$ cat config.mk
export PLATFORM = sky130hd
export DESIGN_NAME = aid_ptree
export DESIGN_NICKNAME = d
export VERILOG_FILES = /design/src/sv/aid_pkg.sv /design/src/sv/aid_ptree.sv
export SDC_FILE = /design/constraint.sdc
export NUM_CORES = 1
export LEC_CHECK = 0
export BUFFER_PORTS_ARGS = -buffer_cell sky130_fd_sc_hd__buf_2
export CAP_MARGIN = 25
export CELL_PAD_IN_SITES_DETAIL_PLACEMENT = 0
export CELL_PAD_IN_SITES_GLOBAL_PLACEMENT = 2
export CORE_ASPECT_RATIO = 0.6
export CORE_MARGIN = 2
export CORE_UTILIZATION = 41
export DETAILED_ROUTE_END_ITERATION = 8
export PLACE_DENSITY_LB_ADDON = 0.1
export SLEW_MARGIN = 20
export SYNTH_ARGS = -nofsm -noshare
export SYNTH_HDL_FRONTEND = slang
export SYNTH_SLANG_ARGS = --single-unit
export TNS_END_PERCENT = 5
$ cat constraint.sdc
create_clock -name clk -period 1.8 [get_ports clk]
set_clock_uncertainty 0.15 [all_clocks]
set_input_delay 0.09 -clock clk [delete_from_list [all_inputs] [get_ports clk]]
set_output_delay 0.09 -clock clk [all_outputs]
set_load 0.005 [all_outputs]
$ cat src/sv/aid_pkg.sv
package aid_pkg;

  localparam int AID_CAPACITY = 128;
  // Widths of the values broadcast down the chain; wide enough for the largest capacity
  localparam int AID_MAX_W = 11;
  localparam int AID_DATA_W = 32;

  typedef enum logic [1:0] {
    OP_INSERT = 2'd0,
    OP_DELETE = 2'd1,
    OP_SEARCH = 2'd2,
    OP_NONE   = 2'd3
  } op_t;

  typedef enum logic [1:0] {
    ST_OK       = 2'd0,
    ST_FULL     = 2'd1,
    ST_BADPOS   = 2'd2,
    ST_NOTFOUND = 2'd3
  } status_t;

  typedef enum logic {
    S_IDLE   = 1'b0,
    S_SEARCH = 1'b1
  } state_t;

  // Command broadcast to every cell of the chain
  typedef struct packed {
    logic                    ins;
    logic                    del;
    logic                    cmp;
    logic [AID_MAX_W-1:0]    pos;
    logic [AID_MAX_W-1:0]    count;
    logic [AID_DATA_W-1:0]   value;
  } cell_cmd_t;

endpackage

$ cat src/sv/aid_ptree.sv
module aid_ptree
  import aid_pkg::*;
#(
  parameter int NLEAF = 128,
  parameter int IW    = 7
) (
  input  logic             clk,
  input  logic [NLEAF-1:0] hits,
  output logic             root_hit,
  output logic [IW-1:0]    root_idx
);

  // Heap layout: node 1 is the root, nodes NLEAF..2*NLEAF-1 are the leaves
  logic          hit_q [1:NLEAF-1];
  logic [IW-1:0] idx_q [1:NLEAF-1];
  logic          node_hit [1:2*NLEAF-1];
  logic [IW-1:0] node_idx [1:2*NLEAF-1];

  always_comb begin
    for (int k = 1; k < NLEAF; k++) begin
      node_hit[k] = hit_q[k];
      node_idx[k] = idx_q[k];
    end
    for (int j = 0; j < NLEAF; j++) begin
      node_hit[NLEAF+j] = hits[j];
      node_idx[NLEAF+j] = IW'(j);
    end
  end

  // One level of the tree per register stage; lower index wins
  always_ff @(posedge clk) begin
    for (int k = 1; k < NLEAF; k++) begin
      hit_q[k] <= node_hit[2*k] | node_hit[2*k+1];
      idx_q[k] <= node_hit[2*k] ? node_idx[2*k] : node_idx[2*k+1];
    end
  end

  assign root_hit = hit_q[1];
  assign root_idx = idx_q[1];

endmodule

Word level (Yosys, flattened, before mapping)
Memories as Yosys holds them, arrays and structs flattened.
Index checks and enable logic that the tools add are counted.
- register bits: 0
- memory bits (writable): 1016
- bits of input ports: 129
- word-level logic and storage cells: 256
- memories: 2
- memories (memory ; depth ; width ; read ports ; clocked after Yosys merged registers in ; wr ports ; line ; source):
    idx_q ; 127 ; 7 ; 127 ; 0 ; 127 ; aid_ptree.sv:15 ; logic [IW-1:0] idx_q [1:NLEAF-1];
    hit_q ; 127 ; 1 ; 127 ; 0 ; 127 ; aid_ptree.sv:14 ; logic hit_q [1:NLEAF-1];
- mux-type cells: 127
- bitwise operators: 127
- operators with widths (operator ; number):
    two-way mux 7 bit ; 63
    OR 1 bit ; 127
    two-way mux 1 bit ; 64

Logic depth before layout (Yosys ltp)
An unclocked memory read counts as a cell.
- depth in word-level cells: 2
- depth in mapped cells: 2
- gate-level depth less buffers: 1

Least setup slack after synthesis
No wires, ideal clock.
- kind: reg2reg
- start point: reg hit_q[0][2] (netlist name)
- end point: reg idx_q[0][10] (netlist name)
- setup time: 0.121 ns
- arrival: 0.722 ns
- data required time: 1.529 ns
- setup slack: 0.807 ns
- stages on the path, launching flop included: 3
- buffers on the path: 1
- clock period less this slack: 0.993 ns
- path through: dfxtp_1 -> buf_6 -> mux2_4

==> impl_metrics.tcl <==
set metrics [dict create \
    status "finished clean" \
    hold_class "primary input to flip-flop" \
    maxSlewViolCount 0 \
    place.gp.congestion 0.7047 \
    post-route-period-util_pct 66.09 \
    clk_transition_reported_paths_ns 0.06 \
    cpPeakStageDelay_ns 0.34 \
    p_leak_nw 6.527 \
    wl_mm 16.50 \
    setup_viol 0 \
    ys_warn_count 0 \
    internal_power_mw 13.51 \
    postCtsHoldBufs 128 \
    die_area_um2 26340 \
    worst_slew_pin_slew_ns 0.4281 \
    drive_gt1_share_pct 40.67 \
    syn_to_final_growth_pct 33.48 \
    synthesis.instances 758 \
    grt_pass1_vias 5992 \
    gr-total-overflow 0 \
    diodes 0 \
    dp_hpwl_mm 10.49 \
    cts_tree "done" \
    cts_setup_buffers 0 \
    required_ns 1.56 \
    die_h_um 126.5 \
    switching_share_pct 18.98 \
    antenna_found_initial 0 \
    crit_buf_inv 1 \
    cap_violations 0 \
    critPathCaptureType "output pin" \
    fillers 2043 \
    final_area_um2 13690 \
    rsz0062_at_grt "no" \
    p_total_mw 16.67 \
    cts-htree-levels 2 \
    initial_core_util_pct 42.05 \
    synth_seq_cells 374 \
    nNetsFinal 1177 \
    clk_latency_ns 0.50 \
    rows 44 \
    cts_num_sinks 374 \
    port_buffers 136 \
    fin_setup_tns_ns 0 \
    hold_viol 0 \
    syn_nets 887 \
    path_max_fanout 1 \
    yosysSeqAreaShare_pct 73.00 \
    combPwrFrac_pct 4.1 \
    dr.pass1.iters 4 \
    grt_max_degree 16 \
    critPathKind "flip-flop to output pin" \
    vias 5454 \
    seq_power_share_pct 52.9 \
    viasPerCell 3.912 \
    p_clk_share_pct 43.1 \
    placed_area_um2 11250 \
    clock.fmax_mhz 840.6 \
    crit_family "flip-flops" \
    syn_avg_cell_area_um2 13.53 \
    fp.dieW_um 208.2 \
    core_area_um2 24390 \
    cp_data_arrival_time_ns 0.95 \
    wl_per_cell_um 11.84 \
    post_cts_resized 0 \
    grt_use_total_pct 13.15 \
    clk_path_buf_depth 3 \
    fin_crit_ns 1.190 \
    root_buffer "clkbuf_16" \
    numCtsBuffers 34 \
    crit_chain "buf_2" \
    ir_drop_uv 557.5 \
    drt_iter0_markers 168 \
    switchingPower_mw 3.165 \
    drcViolationCount 0 \
    power.density_nw_per_um2 1218 \
    crit_slowest_cell "dfxtp_1" \
    ios 137 \
    antenna_left 0 \
    synth_cell_type_count 8 \
    netlist_area_um2 10260 \
    cp-start-kind "flip-flop" \
    slew_headroom_pct 71.42 \
    grt_pass1_wl_mm 27.89 \
]
placed cells by master, fill, tap and decap left out:
cell type      synthesis  routed
inv_1                127     127
bufinv_16              0       1
buf_2                  0     136
or2_2                126     126
clkinv_2               0       5
clkbuf_1               0       6
or2_1                  1       1
clkbuf_8               0      11
mux2_2               104     104
dfxtp_1              374     374
dlygate4sd3_1          0     128
mux2_4                16      16
clkbuf_16              0      37
path summary, 6_finish.rpt:
check	startpoint	to	slack, ns	depth (start not counted)
min reg2reg	hit_q[0][66]	idx_q[0][232]	0.24	1
min	hits[80]	idx_q[0][728]	0.12	3
max reg2reg	hit_q[0][2]	idx_q[0][7]	0.62	1
max	idx_q[0][13]	root_idx[6]	0.61	1
stage by stage:
stage               utilization, %  instances  setup WS, ns  hold slack [ns]
global placement             46.14       1206        0.6621          0.09971
CTS                          56.13       1394        0.5545          0.08798
finish                       56.13       1394        0.6104           0.1212
global route                 56.13       1394        0.5371           0.1052
detailed placement           46.14       1206        0.6226           0.1014
floorplan                        -        758        0.8068        -0.003477
state kept, by name, summed over array words and instances (netlist names):
name / flops
idx_q: 247
hit_q: 127
cells by family after synthesis:
logic type	synth area share (%)
multiplexers	13.76
flip-flops	73.00
buffers and inverters	5.490
AND/OR/NAND/NOR	7.747
layout make-up:
type / count / area [µm²] / share of cell area (%)
clock inverters: 6 / 55.05 / 0.4022
inverters: 127 / 476.7 / 3.482
clock buffers: 54 / 1100 / 8.034
flip-flops and latches: 374 / 7487 / 54.69
repair buffers: 264 / 1962 / 14.33
multi-input cells: 247 / 2206 / 16.11
well taps: 322 / 402.9 / 2.943
power by group through the flow:
stage / clock (mW) / combinational, mW / sequential [mW]
floorplan: 0 / 0.277 / 8.94
global placement: 0 / 0.451 / 9.00
detailed placement: 0 / 0.468 / 9.00
CTS: 7.42 / 0.685 / 8.82
global route: 7.80 / 0.758 / 8.85
finish: 7.18 / 0.682 / 8.81
cells in the mapped netlist (all sizes together):
library cell / number / area [µm²]
inv: 127 / 476.7
or2: 127 / 794.5
buf: 10 / 86.33
mux2: 120 / 1411
dfxtp: 374 / 7487
per-layer routing:
layer,up-vias,share of wire [%],global-route usage (%)
li1,2874,-,-
met1,2445,50,17.25
met2,103,43,20.81
met3,32,4.9,3.862
met4,0,2.2,4.782
met5,-,0,0
Note: power is estimated with default switching activity, not from simulation.
