`src/sv/aid_pkg.sv`:
```
package aid_pkg;

  localparam int AID_CAPACITY = 128;
  // Widths of the values broadcast down the chain; wide enough for the largest capacity
  localparam int AID_MAX_W = 11;
  localparam int AID_DATA_W = 32;

  typedef enum logic [1:0] {
    OP_INSERT = 2'd0,
    OP_DELETE = 2'd1,
    OP_SEARCH = 2'd2,
    OP_NONE   = 2'd3
  } op_t;

  typedef enum logic [1:0] {
    ST_OK       = 2'd0,
    ST_FULL     = 2'd1,
    ST_BADPOS   = 2'd2,
    ST_NOTFOUND = 2'd3
  } status_t;

  typedef enum logic {
    S_IDLE   = 1'b0,
    S_SEARCH = 1'b1
  } state_t;

  // Command broadcast to every cell of the chain
  typedef struct packed {
    logic                    ins;
    logic                    del;
    logic                    cmp;
    logic [AID_MAX_W-1:0]    pos;
    logic [AID_MAX_W-1:0]    count;
    logic [AID_DATA_W-1:0]   value;
  } cell_cmd_t;

endpackage

```
`src/sv/aid_cell.sv`:
```
module aid_cell
  import aid_pkg::*;
#(
  parameter int IDX = 0
) (
  input  logic                  clk,
  input  cell_cmd_t             cmd,
  input  logic [AID_DATA_W-1:0] left_data,
  input  logic [AID_DATA_W-1:0] right_data,
  output logic [AID_DATA_W-1:0] data,
  output logic                  match
);

  localparam logic [AID_MAX_W-1:0] MyIdx = AID_MAX_W'(IDX);

  logic [AID_DATA_W-1:0] data_next;

  always_comb begin
    data_next = data;
    if (cmd.ins && (MyIdx > cmd.pos)) begin
      data_next = left_data;
    end else if (cmd.ins && (MyIdx == cmd.pos)) begin
      data_next = cmd.value;
    end else if (cmd.del && (MyIdx >= cmd.pos)) begin
      data_next = right_data;
    end
  end

  always_ff @(posedge clk) begin
    data  <= data_next;
    // only entries below the count take part in a search
    match <= cmd.cmp && (data == cmd.value) && (MyIdx < cmd.count);
  end

endmodule

```
`config.mk`:
```
export PLATFORM = sky130hd
export DESIGN_NAME = aid_cell
export DESIGN_NICKNAME = d
export VERILOG_FILES = /design/src/sv/aid_pkg.sv /design/src/sv/aid_cell.sv
export SDC_FILE = /design/constraint.sdc
export NUM_CORES = 1
export LEC_CHECK = 0
export ABC_CLOCK_PERIOD_IN_PS = 2300
export BUFFER_PORTS_ARGS = -buffer_cell sky130_fd_sc_hd__buf_2
export CORE_UTILIZATION = 35
export DETAILED_ROUTE_END_ITERATION = 7
export GPL_TIMING_DRIVEN = 0
export PLACE_DENSITY = 0.77
export SKIP_CTS_REPAIR_TIMING = 1
export SYNTH_ARGS = -nofsm -noshare
export SYNTH_HDL_FRONTEND = slang
export SYNTH_SLANG_ARGS = --single-unit
```
`constraint.sdc`:
```
create_clock -name clk -period 2.3 [get_ports clk]
set_input_delay 0.23 -clock clk [delete_from_list [all_inputs] [get_ports clk]]
set_output_delay 0.23 -clock clk [all_outputs]
set_load 0.005 [all_outputs]
```
# Word-level counts from Yosys, hierarchy flattened
# Index checks and enable logic that the tools add are counted.
[word_totals]
regBits = 33
inputBits = 122
out_inout_bits = 33
word_cells = 16
[op_classes]
n_lt_le_gt_ge = 3
eq_ne = 1
n_mux = 3
reduce_logical = 7
[ops]
columns = ["cell", "count"]
rows = [
  ["32-bit 2-to-1 mux", 3],
  ["32-bit == test", 1],
  ["1-bit by 11-bit >= comparator with 1-bit output (first input constant)", 1],
  ["1-bit by 11-bit > comparator with 1-bit output (first input constant)", 1],
  ["11-bit zero test", 1],
  ["1-bit by 11-bit less-than comparator with 1-bit output (first input constant)", 1],
  ["1-bit logical AND", 5],
  ["3-bit nonzero test", 1],
]

# Longest topological paths before layout
# Gate-level depths: netlist (run 1).
[depth]
depth_word = 5
ltp_mapped = 5
mapped_depth_nobuf = 4

# Worst setup path after synthesis (run 1)
# Ideal clock, no wire load.
[synth_path]
path_type = "input to register"
start = "input cmd[50] (netlist bit)"
end = "register data[0] (enable)"
setup_ps = 391
t_arrival_ps = 1745
t_required_ps = 1909
setup_slack_ps = 164
path_stages = 3
path_buffers = 0
cell_sequence = "or4_4 nor2_4 o2111a_1"
[synth_via]
elab_chain_len = 3
elab_cells_between_ends = 7
cone_classes = "2 x order compare; 5 x reduce/logical"
[synth_rtl]
columns = ["element", "line", "text"]
rows = [
  ["start: declaration", "aid_cell.sv:7", "input cell_cmd_t cmd,"],
  ["1-bit by 11-bit > comparator with 1-bit output, or another cell as far along", "aid_cell.sv:20", "if (cmd.ins && (MyIdx > cmd.pos)) begin"],
  ["1-bit logical AND (on tied branches)", "aid_cell.sv:20, aid_cell.sv:22, aid_cell.sv:24", ""],
  ["3-bit nonzero test (no source line) *", "-", ""],
  ["end signal: assignment", "aid_cell.sv:30", "data <= data_next;"],
  ["end: declaration", "aid_cell.sv:10", "output logic [AID_DATA_W-1:0] data,"],
]
# Mark *: on every way between the ends. The rest lies on a longest branch, timed or not.
# A chain may end at the register's enable or synchronous reset.

# Final worst setup path (run 1)
[layout_path]
start = "input cmd[50] (netlist bit)"
end = "register data[8] (enable)"
# The elaborated chain is that of the path after synthesis.

==> results of run 1 <==
==> cell type report <==
type | instances | area share
Multi-Input combinational cell | 86 | 0.337
Tap cell | 70 | 0.0323
Sequential cell | 33 | 0.362
Clock buffer | 5 | 0.0254
Clock inverter | 3 | 0.00462
Timing Repair Buffer | 122 | 0.226
Buffer | 3 | 0.0125
==> cells by family (layout without fill, tap and decap cells) <==
kind of cell              after synthesis  in the layout  synth area share
xor gates and xnor gates               32             32             0.145
and+or+nand+nor                        21             21            0.0766
muxes                                  32             32             0.245
AOI/OAI and AO/OA                       1              1           0.00584
buffers and inverters                   3            133            0.0175
DFF                                    33             33             0.509
==> final timing paths <==
| path | slack (ns) | endpoint | cells after the start |
|---|---|---|---|
| max reg2reg | 0.80 | match | 4 |
| min | 0.20 | match | 3 |
| max | 0.50 | data[8] | 4 |
| min reg2reg | 0.61 | match | 3 |
==> per-layer routing <==
metal	up-vias	track usage	share of wire
met2	79	0.315	0.49
met3	9	0.0599	0.072
met5	-	0	0
met1	694	0.192	0.42
met4	0	0.0635	0.018
li1	722	-	-
==> critical path, stage by stage <==
cell and delay, ns:
buf_2 0.09, or4_4 0.53, nor2_4 0.12, o2111a_2 0.73
==> cell usage in the layout, fill, tap and decap left out, types with 2 or more instances in the layout <==
master    instances
mux2_2            2
buf_2           122
clkinv_1          2
edfxtp_1         32
buf_6             3
nor4_1           11
xor2_1           28
mux2_4           30
clkbuf_8          5
nand3_1           4
xnor2_1           4
==> power breakdown <==
group          internal (mW)  switching [mW]  leakage (nW)  total (mW)
Sequential             0.658        0.000179         0.296       0.659
Combinational          0.106          0.0582         0.949       0.164
Clock                  0.204           0.211        0.0430       0.414
Total                  0.968           0.269          1.29        1.24
==> registers in the layout, summed over array words and instances, names as in the netlist <==
name / flops
data: 32
match: 1
==> results.md, run 1 <==
* Status: complete, no violations
* Yosys top cell area share at 0.499
* Type of the worst setup path: primary input to flop
* Synth unique cells at 16
* Synthesized area per cell at 15.8 sq um
* Seq/Total Area, Yosys at 0.509
* Synth area leader: edfxtp_1
* Setup WS post-layout at 0.495 ns
* Max Cap Viol at 0
* Finished Layout Cells at 322
* H-tree Lvls at 2
* Final hold viol count at 0
* Top cells by count, synth: edfxtp_1 (32), mux2_4 (30), xor2_1 (28)
* Async set or reset register ratio after synthesis at 0
* Largest net degree at the start of global routing at 33
* RSZ-0062 raised after global routing: false
* Worst-case hold slack at 0.199 ns
* Routed Antenna Nets at 0
* Syn_nets at 244
* Final cycle utilization of the critical path at 0.785
* Worst Hold Class: primary input to flop
* Initial DRC Count at 20
* Final nets at 373
* Main synth FF type: edfxtp_1
* DRC at 0
* Maximum vdd drop at 0.262 mV
* Worst slew pin tran at 0.775 ns
* Drt first pass iters at 3
* EDFF count, synth at 32
* Worst-Skew Late Latency at 0.28 ns
* Multi-input logic area at 913 sq um
* Starting density of the core at 0.370
* Top post-synthesis cells by area: edfxtp_1 (50%), mux2_4 (23%), xor2_1 (13%), nor4_1 (3.6%), xnor2_1 (1.8%)
* Tmin final at 1.80 ns
* Setup TNS at 0 ns
* Port buffer count at 122
* Placed inst area at 2630 sq um
* First-pass GRT wire length at 7690 microns
* Post-Synthesis Cell Area at 1930 sq um
* Placer Congestion at 0.813
* Post-Syn Instances at 122
* N_diodes at 0
* Max Root-Sink Buffers at 2
* Synth warnings at 0
* Power, Total at 1.24 mW
* Vias in the first global route at 1616
* Chip width at 76.2 microns
* CTS tree: done
* Final core utilization at 0.520
* Leak at 1.29 nW
* FF/Latch Area at 981 sq um
* Die Ht at 76.2 microns
* Layout cells sized above 1 at 0.663
* Worst endpoint data arrival time at 1.72 ns
* Reg-to-reg startpoint: data[20]
* Setup-failing EPs final at 0
* Relative slew slack at 0.483
* CP max FO at 32
* Initial antenna violation count at 0
* Area grow syn2layout at 40.5%
* Core box area at 5200 sq um
* Overflow after GRT at 0
* Critical Path Source Type: primary input
* Clk_skew at 0.00396 ns
* WL final at 4960 microns
* IO Pins at 155
* Final Max Slew Viols at 0
* #FFs+latches synth at 33
* Pwr dens at 457 nW/um^2
* Core Rows at 26
* Highest Clock Rate at 0.554 GHz
* Number of fill cells in the layout at 490
* Post-DR vias/cell at 4.67
* Placed Cells at 314
* Beginning of the worst hold path: cmd[54]
* GRT Overall Usage at 0.176
* Worst endpoint required time at 2.21 ns
* Total clock buffers created by CTS at 5
* DP Wirelength at 3970 microns
* Die area at 5810 sq um
* Critical path origin: cmd[50]
* CTS sink cnt at 33
* Finished Cell Area at 2710 sq um
* CP endpoint kind: flop
* Drt wl/cell at 15.4 microns
* Clock slew at reported path FFs at 0.07 ns
* Place WS at -0.260 ns
* Root Buffer: clkbuf_8
* Vias at 1504
* Top-count cell post-synth: edfxtp_1
(Power assumes the default switching activity.)
==> run 2, diff against run 1 <==
- ABC_CLOCK_PERIOD_IN_PS: 2300 -> 1450
- clock period: 2.3 -> 1.45 ns (I/O delays scaled with it)
==> results.md, run 2 (same netlist as run 1, synthesis figures left out) <==
* Final Max Slew Viols at 0 (unchanged)
* Routed Antenna Nets at 0 (unchanged)
* Relative slew slack at 0.665 (was 0.483)
* Setup TNS at -3.63 ns (was 0 ns)
* Placer Congestion at 0.756 (was 0.813)
* Worst endpoint data arrival time at 1.62 ns (was 1.72 ns)
* Initial DRC Count at 39 (was 20)
* Root Buffer: clkbuf_8 (unchanged)
* Vias in the first global route at 1590 (was 1616)
* DRC at 0 (unchanged)
* Max reg flops at 32 (unchanged)
* Most frequent cells in the layout: buf_2 (122), edfxtp_1 (32), mux2_4 (30), xor2_1 (28), nor4_2 (7) (was buf_2 (122), edfxtp_1 (32), mux2_4 (30), xor2_1 (28), nor4_1 (11))
* Net Sw Power at 0.472 mW (was 0.269 mW)
* CTS tree: done (unchanged)
* Tmin final at 1.58 ns
* Die Ht at 76.2 microns (unchanged)
* Clock slew at reported path FFs at 0.07 ns (about the same)
* Final cycle utilization of the critical path at 1.09
* Reg-to-reg startpoint: data[23] (was data[20])
* Type of the worst setup path: primary input to flop (unchanged)
* Area grow syn2layout at 46.4% (was 40.5%)
* Final hold viol count at 0 (unchanged)
* RSZ-0062 raised after global routing: true (was false)
* Total clock buffers created by CTS at 5 (unchanged)
* DP Wirelength at 3780 microns (was 3970 microns)
* Die area at 5810 sq um (unchanged)
* Drt first pass iters at 4 (was 3)
* Overflow after GRT at 0 (unchanged)
* H-tree Lvls at 2 (unchanged)
* Status: finished, violations left (was complete, no violations)
* Commonest non-fill, non-tap cell in the layout: buf_2 (unchanged)
* Beginning of the worst hold path: cmd[54] (unchanged)
* Clk_skew at 0.00756 ns (was 0.00396 ns)
* Setup WS post-layout at -0.131 ns (was 0.495 ns)
* Core box area at 5200 sq um (unchanged)
* Internal at 1.55 mW (was 0.968 mW)
* Final core utilization at 0.542 (was 0.520)
* Worst slew pin tran at 0.498 ns (was 0.775 ns)
* Clock power frac at 0.350 (was 0.335)
* Worst endpoint required time at 1.49 ns (was 2.21 ns)
* Largest net degree at the start of global routing at 33 (unchanged)
* First-pass GRT wire length at 7610 microns (was 7690 microns)
* CP endpoint kind: flop (unchanged)
* Pwr dens at 717 nW/um^2 (was 457 nW/um^2)
* WL final at 5000 microns (was 4960 microns)
* Worst Hold Class: primary input to flop (unchanged)
* Critical path origin: cmd[50] (unchanged)
* Starting density of the core at 0.370 (unchanged)
* Layout cells sized above 1 at 0.702 (was 0.663)
* CTS sink cnt at 33 (unchanged)
* Leak at 1.31 nW (was 1.29 nW)
* Vias at 1577 (was 1504)
* Failing checks: setup timing
* Maximum vdd drop at 0.443 mV (was 0.262 mV)
* CP max FO at 10 (was 32)
* Core Rows at 26 (unchanged)
* Combinational fraction of design power at 0.134 (was 0.133)
* GRT Overall Usage at 0.173 (was 0.176)
* Final nets at 376 (was 373)
* Worst-Skew Late Latency at 0.29 ns (was 0.28 ns)
* Max Root-Sink Buffers at 2 (unchanged)
* Highest Clock Rate at 0.633 GHz
* Chip width at 76.2 microns (unchanged)
* IO Pins at 155 (unchanged)
* Critical Path Source Type: primary input (unchanged)
* Switch share at 0.233 (was 0.217)
* Flop pwr share at 0.516 (was 0.533)
* Top reg by flops: data (unchanged)
* Largest regs: data: 32 flops, match: 1 flops (unchanged)
* Max Cap Viol at 0 (unchanged)
* N_diodes at 0 (unchanged)
* Setup-failing EPs final at 30 (was 0)
* Port buffer count at 122 (unchanged)
* Post-DR vias/cell at 4.85 (was 4.67)
* Initial antenna violation count at 0 (unchanged)
* Drt wl/cell at 15.4 microns (about the same)
-- run 2: cell count changes in the layout (fill, tap and decap cells not counted), moves of 2 or more --
cell and change:
buf_12 +2, buf_6 -2, nor4_2 +7, buf_8 +2, nor4_1 -7, clkinv_1 -2, clkinvlp_4 +3
-- run 2: layer usage --
metal | vias to the layer above | wire, microns | share of wire | GRT usage
met5 | - | 0 | 0 | 0
met4 | 0 | 41 | 0.0082 | 0.0462
met3 | 5 | 341 | 0.068 | 0.0491
met2 | 81 | 2510 | 0.50 | 0.294
met1 | 753 | 2110 | 0.42 | 0.216
li1 | 738 | - | - | -
-- run 2: worst max-delay path: stages --
cell and delay (ns):
buf_2 0.10, or4_4 0.54, nor2_4 0.15, nand4_4 0.15, buf_8 0.22, mux2_4 0.30
-- run 2: worst paths after layout --
kind,end,slack [ns],cells after the start
worst max-delay path,data[8],-0.13,6
worst min-delay path,match,0.1,3
worst max register to register,match,0.09,4
worst min register to register,match,0.62,3
-- run 2: area by class of cell --
type                            instances  area (sq um)
Tap cell                               70          87.6
Fill cell                             471          2380
Clock inverter                          3          22.5
Timing Repair Buffer                  124           651
Sequential cell                        33           981
Clock buffer                            5          68.8
Buffer                                  3          41.3
Multi-Input combinational cell         87           970
-- run 2: power groups by stage --
stage                     Combinational [mW]  Clock, mW  Sequential (mW)
after floorplan                        0.106          0             1.07
after global placement                 0.252          0             1.07
after detailed placement               0.261          0             1.07
after CTS                              0.261      0.734             1.04
after global routing                   0.296      0.764             1.04
final                                  0.271      0.708             1.04
-- run 2: per-stage QoR --
step / instances / hold slack [ns] / setup slack, ns / instance area, sq um / power [mW]
global route: 325 / 0.0879 / -0.162 / 2820 / 2.10
global placement: 314 / 0.388 / -0.589 / 2630 / 1.32
finish: 325 / 0.0974 / -0.131 / 2820 / 2.02
detailed placement: 314 / 0.392 / -0.636 / 2630 / 1.33
CTS: 322 / 0.0848 / -0.324 / 2720 / 2.04
floorplan: 122 / 0.277 / -0.290 / 1930 / 1.17
==> run 3, diff against run 2 <==
- CORE_UTILIZATION: 35 -> 36
- CTS_BUF_LIST: not set -> sky130_fd_sc_hd__clkbuf_8
- GPL_TIMING_DRIVEN: 0 -> 1
- MAX_ROUTING_LAYER: not set -> met4
- PLACE_DENSITY: 0.77 -> 0.79
==> results.md, run 3 (same netlist as run 1, synthesis figures left out) <==
* Status: finished, violations left (unchanged)
* Clk_skew at 0.00407 ns (was 0.00756 ns)
* Core Rows at 26 (unchanged)
* Clock power frac at 0.332 (was 0.350)
* Final hold viol count at 0 (unchanged)
* Max reg flops at 32 (unchanged)
* Area grow syn2layout at 44.7% (was 46.4%)
* GRT Overall Usage at 0.159 (was 0.173)
* Reg2reg path depth at 5 (was 4)
* Final Max Slew Viols at 0 (unchanged)
* Largest net degree at the start of global routing at 21 (was 33)
* Largest regs: data: 32 flops, match: 1 flops (unchanged)
* Leak at 1.33 nW (was 1.31 nW)
* Flop pwr share at 0.533 (was 0.516)
* Vias in the first global route at 1463 (was 1590)
* Placed inst area at 2690 sq um (was 2630 sq um)
* H-tree Lvls at 2 (unchanged)
* Relative slew slack at 0.791 (was 0.665)
* Placer Congestion at 0.775 (was 0.756)
* N_diodes at 0 (unchanged)
* Worst slew pin tran at 0.311 ns (was 0.498 ns)
* Total clock buffers created by CTS at 5 (unchanged)
* Levels on crit path at 6 (unchanged)
* DRC at 0 (unchanged)
* Failing checks: setup timing (unchanged)
* Most frequent cells in the layout: buf_2 (121), edfxtp_1 (32), mux2_4 (30), xor2_1 (28), nor4_1 (9) (was buf_2 (122), edfxtp_1 (32), mux2_4 (30), xor2_1 (28), nor4_2 (7))
* Commonest non-fill, non-tap cell in the layout: buf_2 (unchanged)
* Final nets at 376 (unchanged)
* Final cycle utilization of the critical path at 1.04 (was 1.09)
* Max Root-Sink Buffers at 2 (unchanged)
* Max Cap Viol at 0 (unchanged)
* Highest Clock Rate at 0.665 GHz (was 0.633 GHz)
* Chip width at 75.2 microns (was 76.2 microns)
* Pwr dens at 703 nW/um^2 (was 717 nW/um^2)
* RR Endpoint: match (unchanged)
* Worst endpoint required time at 1.48 ns (was 1.49 ns)
* Post-DR vias/cell at 4.59 (was 4.85)
* Core box area at 5140 sq um (was 5200 sq um)
* Routed Antenna Nets at 0 (unchanged)
* Slowest CP cell: or4_4 (unchanged)
* Clock slew at reported path FFs at 0.06 ns (was 0.07 ns)
* FF/Latch Area at 981 sq um (unchanged)
* Die Ht at 75.2 microns (was 76.2 microns)
* Finished Cell Area at 2790 sq um (was 2820 sq um)
* Tmin final at 1.50 ns (was 1.58 ns)
* Number of fill cells in the layout at 466 (was 471)
* Worst-Skew Late Latency at 0.28 ns (was 0.29 ns)
* Crit path capture: data[1] (was data[8])
* CP endpoint kind: flop (unchanged)
* Combinational fraction of design power at 0.135 (was 0.134)
* Top reg by flops: data (unchanged)
* Starting density of the core at 0.375 (was 0.370)
* CP bufs+invs at 2 (unchanged)
* RSZ-0062 raised after global routing: true (unchanged)
* Placed Cells at 317 (was 314)
* WL final at 4470 microns (was 5000 microns)
* CTS sink cnt at 33 (unchanged)
* Setup-failing EPs final at 32 (was 30)
* Drt wl/cell at 13.7 microns (was 15.4 microns)
* CP max FO at 20 (was 10)
* Worst endpoint data arrival time at 1.53 ns (was 1.62 ns)
* Initial antenna violation count at 0 (unchanged)
* Die area at 5650 sq um (was 5810 sq um)
* Net Sw Power at 0.419 mW (was 0.472 mW)
* Maximum vdd drop at 0.415 mV (was 0.443 mV)
* Type of the worst setup path: primary input to flop (unchanged)
* Internal at 1.54 mW (was 1.55 mW)
* Switch share at 0.214 (was 0.233)
* CTS tree: done (unchanged)
* Initial DRC Count at 21 (was 39)
* Setup WS post-layout at -0.0534 ns (was -0.131 ns)
* Final core utilization at 0.543 (was 0.542)
* First-pass GRT wire length at 6330 microns (was 7610 microns)
* Finished Layout Cells at 325 (unchanged)
* Layout cells sized above 1 at 0.678 (was 0.702)
* Root Buffer: clkbuf_8 (unchanged)
* Reg2Reg Setup Slack at 0.01 ns (was 0.09 ns)
* Vias at 1491 (was 1577)
* Crit-path leading delay family: simple AND/OR/NAND/NOR gates (unchanged)
* Critical path origin: cmd[50] (unchanged)
* Drt first pass iters at 2 (was 4)
* IO Pins at 155 (unchanged)
* Power, Total at 1.96 mW (was 2.02 mW)
* Port buffer count at 122 (unchanged)
* Reg-to-reg startpoint: data[9] (was data[23])
* Multi-input logic area at 926 sq um (was 970 sq um)
* Critical Path Source Type: primary input (unchanged)
* Cell Chain, Critical Path: buf_6 -> or4_4 -> nor2_4 -> nand4_4 -> buf_12 -> mux2_4 (was buf_2 -> or4_4 -> nor2_4 -> nand4_4 -> buf_8 -> mux2_4)
* DP Wirelength at 3630 microns (was 3780 microns)
* CP peak stage delay at 0.53 ns (was 0.54 ns)
* Overflow after GRT at 0 (unchanged)
* Worst Hold Class: primary input to flop (unchanged)
==> run 3: cell count changes in the layout (fill, tap and decap cells not counted), sizes merged <==
cell      before  now
buf          127  128
clkinv         0    2
clkinvlp       3    0
o2111a         2    1
inv            0    1
==> run 3: layout make-up <==
type,instances,area share
tap,70,0.0314
sequential,33,0.352
clock inverter,3,0.00493
multi-input combinational,86,0.332
timing repair buffer,128,0.255
clock buffer,5,0.0247
==> run 3: worst min path at each step <==
| stage | start | to | slack, ns | cells after the start |
|---|---|---|---|---|
| 6_report | cmd[54] | match | 0.12 | 3 |
| 5_1_grt | cmd[54] | match | 0.12 | 3 |
| 4_1_cts | cmd[54] | match | 0.11 | 3 |
| 3_5_place_dp | cmd[54] | match | 0.41 | 3 |
| 3_3_place_gp | cmd[54] | match | 0.40 | 3 |
| 2_1_floorplan | cmd[54] | match | 0.28 | 2 |
==> run 3: worst register-to-register path, cell delays in order (launching register included) <==
cell and delay (ns):
edfxtp_1 0.41, xor2_1 0.17, nor4_2 0.29, buf_4 0.15, nand4_1 0.13, nor4_1 0.19
==> run 3: per-layer routing <==
layer | track usage | share of wire | vias to the layer above
met1 | 0.178 | 0.42 | 687
li1 | - | - | 727
met3 | 0.0442 | 0.056 | 4
met4 | 0.0432 | 0.0065 | 0
met2 | 0.278 | 0.52 | 73
met5 | - | 0 | -
==> run 3: power groups by stage <==
stage,registers [mW],logic (mW),clock network (mW)
4_1_cts,1.04,0.264,0.679
6_report,1.04,0.266,0.650
5_1_grt,1.04,0.288,0.714
2_1_floorplan,1.07,0.106,0
3_5_place_dp,1.07,0.263,0
3_3_place_gp,1.07,0.255,0
==> run 3: per-stage QoR <==
stage	setup slack [ns]	TNS [ns]	hold slack, ns
global route	-0.0800	-1.04	0.121
finish	-0.0534	-0.843	0.123
global placement	-0.331	-16.70	0.401
CTS	-0.141	-1.15	0.108
detailed placement	-0.358	-17.26	0.406
floorplan	-0.290	-15.76	0.277
